### src/rhsv_pkg.sv
package rhsv_pkg;

	localparam int CHAN_W = 8;
	localparam int HUE_W  = 15;
	localparam int SAT_W  = 13;

	typedef logic [CHAN_W-1:0] chan_t;
	typedef logic [HUE_W-1:0]  hue_t;
	typedef logic [SAT_W-1:0]  sat_t;

	typedef struct packed {
		chan_t red;
		chan_t green;
		chan_t blue;
	} pix_t;

	typedef struct packed {
		hue_t  hue;
		logic  hue_defined;
		sat_t  saturation;
		chan_t brightness;
	} hsv_t;

endpackage

### src/rhsv_front.sv
module rhsv_front #(
	parameter int HUE_FRAC_BITS = 6,
	parameter int SAT_FRAC_BITS = 12,
	parameter int HNW = 17 + HUE_FRAC_BITS,
	parameter int SNW = SAT_FRAC_BITS + 1 + rhsv_pkg::CHAN_W
) (
	input  logic                 clk,
	input  logic                 en,
	input  rhsv_pkg::pix_t       pix,
	output logic [HNW-1:0]       hue_num,
	output rhsv_pkg::chan_t      hue_den,
	output logic [SNW-1:0]       sat_num,
	output rhsv_pkg::chan_t      sat_den,
	output logic                 defined,
	output logic                 max_zero
);

	typedef enum logic [1:0] {
		SEC_RED,
		SEC_GREEN,
		SEC_BLUE
	} sector_t;

	rhsv_pkg::chan_t mx;
	rhsv_pkg::chan_t mn;
	sector_t         sector;
	logic signed [8:0] diff;

	rhsv_pkg::chan_t   mx_s1;
	rhsv_pkg::chan_t   d_s1;
	logic signed [8:0] diff_s1;
	sector_t           sector_s1;

	logic signed [11:0] d_ext;
	logic signed [11:0] diff_ext;
	logic signed [11:0] base;
	logic signed [11:0] wrapped;
	logic [10:0]        sextant;
	logic [16:0]        scaled;

	logic [HNW-1:0]  hue_num_s2;
	logic [SNW-1:0]  sat_num_s2;
	rhsv_pkg::chan_t mx_s2;
	rhsv_pkg::chan_t d_s2;
	logic            defined_s2;
	logic            max_zero_s2;

	always_comb begin
		mx = pix.red;
		if (pix.green > mx) begin
			mx = pix.green;
		end
		if (pix.blue > mx) begin
			mx = pix.blue;
		end
		mn = pix.red;
		if (pix.green < mn) begin
			mn = pix.green;
		end
		if (pix.blue < mn) begin
			mn = pix.blue;
		end
		if (pix.red == mx) begin
			sector = SEC_RED;
			diff = $signed({1'b0, pix.green}) - $signed({1'b0, pix.blue});
		end else if (pix.green == mx) begin
			sector = SEC_GREEN;
			diff = $signed({1'b0, pix.blue}) - $signed({1'b0, pix.red});
		end else begin
			sector = SEC_BLUE;
			diff = $signed({1'b0, pix.red}) - $signed({1'b0, pix.green});
		end
	end

	always_ff @(posedge clk) begin
		if (en) begin
			mx_s1     <= mx;
			d_s1      <= mx - mn;
			diff_s1   <= diff;
			sector_s1 <= sector;
		end
	end

	// The hue numerator is 60 * (sector offset * d + diff), wrapped into [0, 6d).
	always_comb begin
		d_ext    = signed'({4'b0, d_s1});
		diff_ext = 12'(diff_s1);
		case (sector_s1)
			SEC_RED:   base = diff_ext;
			SEC_GREEN: base = (d_ext <<< 1) + diff_ext;
			SEC_BLUE:  base = (d_ext <<< 2) + diff_ext;
			default:   base = diff_ext;
		endcase
		if (base < 0) begin
			wrapped = base + (d_ext <<< 2) + (d_ext <<< 1);
		end else begin
			wrapped = base;
		end
		sextant = wrapped[10:0];
		scaled  = ({6'b0, sextant} << 6) - ({6'b0, sextant} << 2);
	end

	always_ff @(posedge clk) begin
		if (en) begin
			hue_num_s2  <= HNW'(scaled) << HUE_FRAC_BITS;
			sat_num_s2  <= SNW'(d_s1) << SAT_FRAC_BITS;
			mx_s2       <= mx_s1;
			d_s2        <= d_s1;
			defined_s2  <= (d_s1 != '0);
			max_zero_s2 <= (mx_s1 == '0);
		end
	end

	assign hue_num  = hue_num_s2;
	assign hue_den  = d_s2;
	assign sat_num  = sat_num_s2;
	assign sat_den  = mx_s2;
	assign defined  = defined_s2;
	assign max_zero = max_zero_s2;

endmodule

### src/rhsv_div.sv
module rhsv_div #(
	parameter int QW = 15,
	parameter int DW = 8,
	parameter int SW = 1,
	parameter int STAGES = 15
) (
	input  logic            clk,
	input  logic            en,
	input  logic [QW+DW-1:0] dividend,
	input  logic [DW-1:0]   divisor,
	input  logic [SW-1:0]   side_in,
	output logic [QW-1:0]   quotient,
	output logic [SW-1:0]   side_out
);

	logic [DW-1:0] rem_s  [STAGES];
	logic [QW-1:0] low_s  [STAGES];
	logic [QW-1:0] quo_s  [STAGES];
	logic [DW-1:0] den_s  [STAGES];
	logic [SW-1:0] side_s [STAGES];

	for (genvar k = 0; k < STAGES; k++) begin : g_stage
		logic [DW-1:0] rem_in;
		logic [QW-1:0] low_in;
		logic [QW-1:0] quo_in;
		logic [DW-1:0] den_in;
		logic [SW-1:0] side_k;

		if (k == 0) begin : g_first
			assign rem_in = dividend[QW+DW-1:QW];
			assign low_in = dividend[QW-1:0];
			assign quo_in = '0;
			assign den_in = divisor;
			assign side_k = side_in;
		end else begin : g_next
			assign rem_in = rem_s[k-1];
			assign low_in = low_s[k-1];
			assign quo_in = quo_s[k-1];
			assign den_in = den_s[k-1];
			assign side_k = side_s[k-1];
		end

		if (k < QW) begin : g_step
			logic [DW:0] trial;
			logic        take;

			assign trial = {rem_in, low_in[QW-1]};
			assign take  = (trial >= {1'b0, den_in});

			always_ff @(posedge clk) begin
				if (en) begin
					rem_s[k]  <= take ? DW'(trial - {1'b0, den_in}) : trial[DW-1:0];
					low_s[k]  <= low_in << 1;
					quo_s[k]  <= {quo_in[QW-2:0], take};
					den_s[k]  <= den_in;
					side_s[k] <= side_k;
				end
			end
		end else begin : g_pass
			always_ff @(posedge clk) begin
				if (en) begin
					rem_s[k]  <= rem_in;
					low_s[k]  <= low_in;
					quo_s[k]  <= quo_in;
					den_s[k]  <= den_in;
					side_s[k] <= side_k;
				end
			end
		end
	end

	assign quotient = quo_s[STAGES-1];
	assign side_out = side_s[STAGES-1];

endmodule

### src/rgb_to_hsv_converter.sv
// Channel  Signals                 Item
// pixel    pix_valid, pix_stall    pix: red, green, blue bytes
// result   hsv_valid, hsv_stall    hsv: hue, hue_defined, saturation, brightness
//
// One pixel is taken every cycle unless pix_stall is high; each result passes
// through the front-end registers and then the two bit-per-stage dividers.
// Reset clears only the valid bits of the pipeline; data registers are not reset.
// A stalled result holds the whole pipeline, so pix_stall follows hsv_stall while
// a result is waiting; bubbles move on and nothing is lost or repeated.
module rgb_to_hsv_converter #(
	parameter int HUE_FRAC_BITS = 6,
	parameter int SAT_FRAC_BITS = 12
) (
	input  logic           clk,
	input  logic           arst_n,
	input  logic           pix_valid,
	output logic           pix_stall,
	input  rhsv_pkg::pix_t pix,
	output logic           hsv_valid,
	input  logic           hsv_stall,
	output rhsv_pkg::hsv_t hsv
);

	localparam int CW     = rhsv_pkg::CHAN_W;
	localparam int HQW    = 9 + HUE_FRAC_BITS;
	localparam int SQW    = SAT_FRAC_BITS + 1;
	localparam int STAGES = (HQW > SQW) ? HQW : SQW;
	localparam int DEPTH  = 2 + STAGES;

	logic             en;
	logic [DEPTH-1:0] valid_q;

	logic [HQW+CW-1:0] hue_num;
	logic [CW-1:0]     hue_den;
	logic [SQW+CW-1:0] sat_num;
	logic [CW-1:0]     sat_den;
	logic              defined;
	logic              max_zero;

	logic [HQW-1:0] hue_quo;
	logic [SQW-1:0] sat_quo;
	logic [CW:0]    hue_side;
	logic           sat_side;

	assign en        = !(valid_q[DEPTH-1] && hsv_stall);
	assign pix_stall = !en;
	assign hsv_valid = valid_q[DEPTH-1];

	always_ff @(posedge clk or negedge arst_n) begin
		if (!arst_n) begin
			valid_q <= '0;
		end else if (en) begin
			valid_q <= {valid_q[DEPTH-2:0], pix_valid};
		end
	end

	rhsv_front #(
		.HUE_FRAC_BITS(HUE_FRAC_BITS),
		.SAT_FRAC_BITS(SAT_FRAC_BITS),
		.HNW(HQW + CW),
		.SNW(SQW + CW)
	) u_front (
		.clk(clk),
		.en(en),
		.pix(pix),
		.hue_num(hue_num),
		.hue_den(hue_den),
		.sat_num(sat_num),
		.sat_den(sat_den),
		.defined(defined),
		.max_zero(max_zero)
	);

	rhsv_div #(
		.QW(HQW),
		.DW(CW),
		.SW(CW + 1),
		.STAGES(STAGES)
	) u_hue_div (
		.clk(clk),
		.en(en),
		.dividend(hue_num),
		.divisor(hue_den),
		.side_in({defined, sat_den}),
		.quotient(hue_quo),
		.side_out(hue_side)
	);

	rhsv_div #(
		.QW(SQW),
		.DW(CW),
		.SW(1),
		.STAGES(STAGES)
	) u_sat_div (
		.clk(clk),
		.en(en),
		.dividend(sat_num),
		.divisor(sat_den),
		.side_in(max_zero),
		.quotient(sat_quo),
		.side_out(sat_side)
	);

	always_comb begin
		hsv.hue_defined = hue_side[CW];
		hsv.brightness  = hue_side[CW-1:0];
		hsv.hue         = hue_side[CW] ? rhsv_pkg::hue_t'(hue_quo) : '0;
		hsv.saturation  = sat_side ? '0 : rhsv_pkg::sat_t'(sat_quo);
	end

endmodule

### config.mk
export PLATFORM = sky130hd
export DESIGN_NAME = rgb_to_hsv_converter
export DESIGN_NICKNAME = d
export VERILOG_FILES = /design/src/rhsv_pkg.sv /design/src/rhsv_front.sv /design/src/rhsv_div.sv /design/src/rgb_to_hsv_converter.sv
export SDC_FILE = /design/constraint.sdc
export NUM_CORES = 2
export LEC_CHECK = 0
export BUFFER_PORTS_ARGS = -buffer_cell sky130_fd_sc_hd__buf_2
export CAP_MARGIN = 0
export CORE_MARGIN = 2
export CORE_UTILIZATION = 55
export DETAILED_ROUTE_END_ITERATION = 8
export PLACE_DENSITY = 0.71
export SETUP_SLACK_MARGIN = 0.4
export SKIP_LAST_GASP = 1
export SLEW_MARGIN = 30
export SYNTH_ARGS = -nofsm -noshare
export SYNTH_HDL_FRONTEND = slang
export SYNTH_SLANG_ARGS = --single-unit
### constraint.sdc
create_clock -name clk -period 44.1 [get_ports clk]
set_clock_uncertainty 0.05 [all_clocks]
set_input_delay 8.82 -clock clk [delete_from_list [all_inputs] [get_ports clk]]
set_output_delay 8.82 -clock clk [all_outputs]
set_load 0.05 [all_outputs]
==> summary.md <==
| Metric | Value |
|---|---|
| Status | `finished, final reports clean` |
| Worst Tran Pin Value | `about 0.94 ns` |
| TritonCTS Buffers | `between 80 and 90` |
| Capturing element type of the critical path | `output pin` |
| Worst EP arrival | `approximately 10 ns` |
| First-pass GRT wire length | `around 120 mm` |
| Fin. max-slew vios | `0` |
| Post-Synthesis Cell Area | `39,800 um^2` |
| Ys flop type | `edfxtp_1` |
| First-iteration detailed-routing DRC count | `between 1,500 and 2,000` |
| Most frequent cells in the layout | `edfxtp_1, inv_1, ha_1, o21ai_0, nand2_1` |
| Total number of vias | `~24,000` |
| Crit path kind | `input pin to output pin` |
| Io pins | `67` |
| Mapped Cells | `around 3,200` |
| Post-CTS Resized | `0` |
| CP peak stage delay | `roughly 0.54 ns` |
| Synthesis Warnings | `0` |
| Final WL | `71.1 mm` |
| Largest area contributor in the netlist | `edfxtp_1` |
| Remaining global-route overflow | `0` |
| Core Rows | `98` |
| CTS tree | `built` |
| Effective utilization at floorplan | `0.556` |
| Clk root buf | `clkbuf_16` |
| Post CTS Setup Buffer Count | `0` |
| Placer congestion estimate | `a little under 0.9` |
| Die area | `74,500 um^2` |
| DR vias/cell | `5.49` |
| H-tree levels | `3` |
| Filler cell count in the final layout | `roughly 5,400` |
| Critical path, cell by cell | `buf_2, nand2_4, inv_1, buf_2` |
| Top cells by area, synth | `edfxtp_1, ha_1, inv_1` |
| Avg Inst Size Synth | `between 10 and 15 um^2` |
| Synth cell types | `78` |
| Die Y | `273 um` |
| Rel. slew slack | `0.370` |
| Global router's overall resource usage | `0.193` |
| Clk buf depth | `3` |
| Core area | `71,600 um^2` |
| Delay-heaviest family, CP | `simple AND/OR/NAND/NOR gates` |
| Sink Count | `805` |
| Max Freq | `approximately 53 MHz` |
| Number of global-route vias before repair | `between 20,000 and 25,000` |
| I/O Buffers | `66` |
| Commonest non-fill, non-tap cell in the layout | `edfxtp_1` |
| Sequential area share after synthesis | `0.605` |
| Fin nets | `about 3,700` |
| Antenna violations before repair | `1` |
| Layout cells sized above 1 | `0.0704` |
| Reg clk slew, reported paths | `about 0.060 ns` |
| Clock latency at the later pin of the worst-skew pair | `about 0.64 ns` |
| EDFF count, synth | `788` |
| Hold_buf cts | `0` |
| Endpoints failing hold | `0` |
| Hold WC Path Type | `flip-flop to flip-flop` |
| Unrepaired setup endpoints after global routing | `no` |
| Yosys top cell area share | `0.595` |
| Tmin final | `approximately 19 ns` |
| Post-DRT Antenna Nets | `0` |
| Synthesized flop and latch total | `805` |
| Setup ws final | `approximately 25 ns` |
| Largest net degree at the start of global routing | `around 200` |
| Crit-path max FO | `53` |
| Async S/R FF share, synth | `0.0211` |
| # setup viols final | `0` |
| DIE WIDTH | `approximately 270 um` |
| Data required, critical path | `35.23 ns` |
| MaxCap Viol Count | `0` |
| # DRC | `0` |
| Area grow syn2layout | `10.3%` |
| Placed wire-length estimate | `roughly 51 mm` |
| DR pass1 iterations | `7` |
| Pre-CTS setup slack | `around 25 ns` |
| CP bufs+invs | `3` |
| Max stage delay cell, worst path | `nand2_4` |
| Avg WL per Cell | `about 17 um` |
| Fin util | `0.613` |
| Most common cell on crit path | `buf_2` |
| Syn_nets | `~3,500` |
| Post-route clock period utilization | `0.425` |
| Crit start category | `input pin` |
| Final TNS setup | `0 ns` |
==> cell families (layout without fill, tap and decap cells) <==
logic type | count (synthesis) | in the layout | share of synthesized area
buffers and inverters | 516 | 693 | 0.0491
flip-flops | 805 | 805 | 0.605
adder cells (fa/ha/maj) | 344 | 344 | 0.116
other | 0 | 1 | 0
AND/OR/NAND/NOR | 643 | 643 | 0.0802
AO/OA/AOI/OAI | 659 | 659 | 0.101
XOR/XNOR | 151 | 151 | 0.0332
multiplexers | 56 | 56 | 0.0151
==> worst register-to-register path: stages (launching register included) <==
cell,delay [ns]
edfxtp_1,0.51
ha_1,0.27
fa_1,0.40
a21oi_1,0.21
o21bai_1,0.10
xnor2_1,0.14
a2bb2oi_1,0.13
o21ai_0,0.39
inv_1,0.11
fa_1,0.49
inv_1,0.04
ha_1,0.32
o21ai_0,0.16
nor2_1,0.08
nor2_1,0.12
xor2_1,0.15
nor2_1,0.05
a21oi_1,0.41
ha_1,0.38
a21o_1,0.22
a31oi_1,0.31
nor4_1,0.13
or2b_1,0.23
o211a_1,0.22
==> synth_stat cells, drive strengths merged (4+ instances only) <==
master,instances
xnor2,66
mux2,27
buf,7
a21oi,142
nor2,129
ha,301
nand3,30
xor2,85
mux2i,29
clkbuf,41
nor4,7
a2bb2oi,4
o211a,26
dfrtp,17
o21ai,282
a2111oi,5
a21boi,24
o21a,9
nand2b,34
and3,29
o21bai,17
nand4,44
fa,40
a31oi,8
a211oi,7
nor2b,97
nand2,210
o31ai,54
inv,468
a21o,51
or4,28
and2,18
edfxtp,788
nor3,9
==> path summary, 6_finish.rpt <==
kind / slack, ns / cells after the start / to / start
setup / recovery: 25.34 / 4 / pix_stall / hsv_stall
hold / removal: 0.34 / 0 / u_sat_div.quo_s[3][15] / u_sat_div.quo_s[3][1]
setup reg to reg: 38.21 / 23 / u_front.hue_num[20] / u_front.d_s1[0]
hold reg to reg: 0.34 / 0 / u_sat_div.quo_s[3][15] / u_sat_div.quo_s[3][1]
max in group asynchronous: 35.65 / 1 / valid_q[7] / arst_n
min in group asynchronous: 8.07 / 1 / valid_q[3] / arst_n
==> cell type report <==
class | count | area (um^2) | share of cell area
Multi-Input combinational cell | 1853 | 13800 | 0.314
Tap cell | 950 | 1190 | 0.0271
Clock buffer | 105 | 2190 | 0.0499
Clock inverter | 41 | 360 | 0.00821
Sequential cell | 805 | 24100 | 0.549
Timing Repair Buffer | 79 | 513 | 0.0117
Inverter | 468 | 1760 | 0.0400
Antenna cell | 1 | 2.50 | 0.0000570
==> flip-flops by register name, indices dropped and copies added (netlist names) <==
signal             cells
u_front.defined        1
u_hue_div.rem_s      112
u_hue_div.side_s      93
u_sat_div.quo_s      117
u_front.diff_s1        9
u_front.mx_s1          8
u_hue_div.den_s      112
u_hue_div.low_s       21
u_front.hue_den        8
u_hue_div.quo_s      120
u_front.d_s1           8
u_front.sat_den        8
u_sat_div.side_s      15
valid_q               17
u_front.sector_s1      2
u_sat_div.den_s       42
u_sat_div.rem_s       96
u_front.hue_num       15
u_front.max_zero       1
==> per-layer routing <==
layer  track usage  routed length, um  up-vias
met5             0                  0        -
met4        0.0703               2170        0
met3        0.0277               2140      169
met2         0.383              39800      405
met1         0.204              26900    11500
li1              -                  -    11600
==> through the flow <==
stage	std cells	hold slack [ns]	area [um^2]
2_1_floorplan	3174	0.350	39800
3_3_place_gp	4152	0.350	41200
3_5_place_dp	4153	0.355	41300
4_1_cts	4299	0.338	43800
5_1_grt	4302	0.347	43900
6_report	4302	0.341	43900
Power is not shown: default switching activity piles up to over one toggle a cycle in this logic, so the estimate is an artifact.
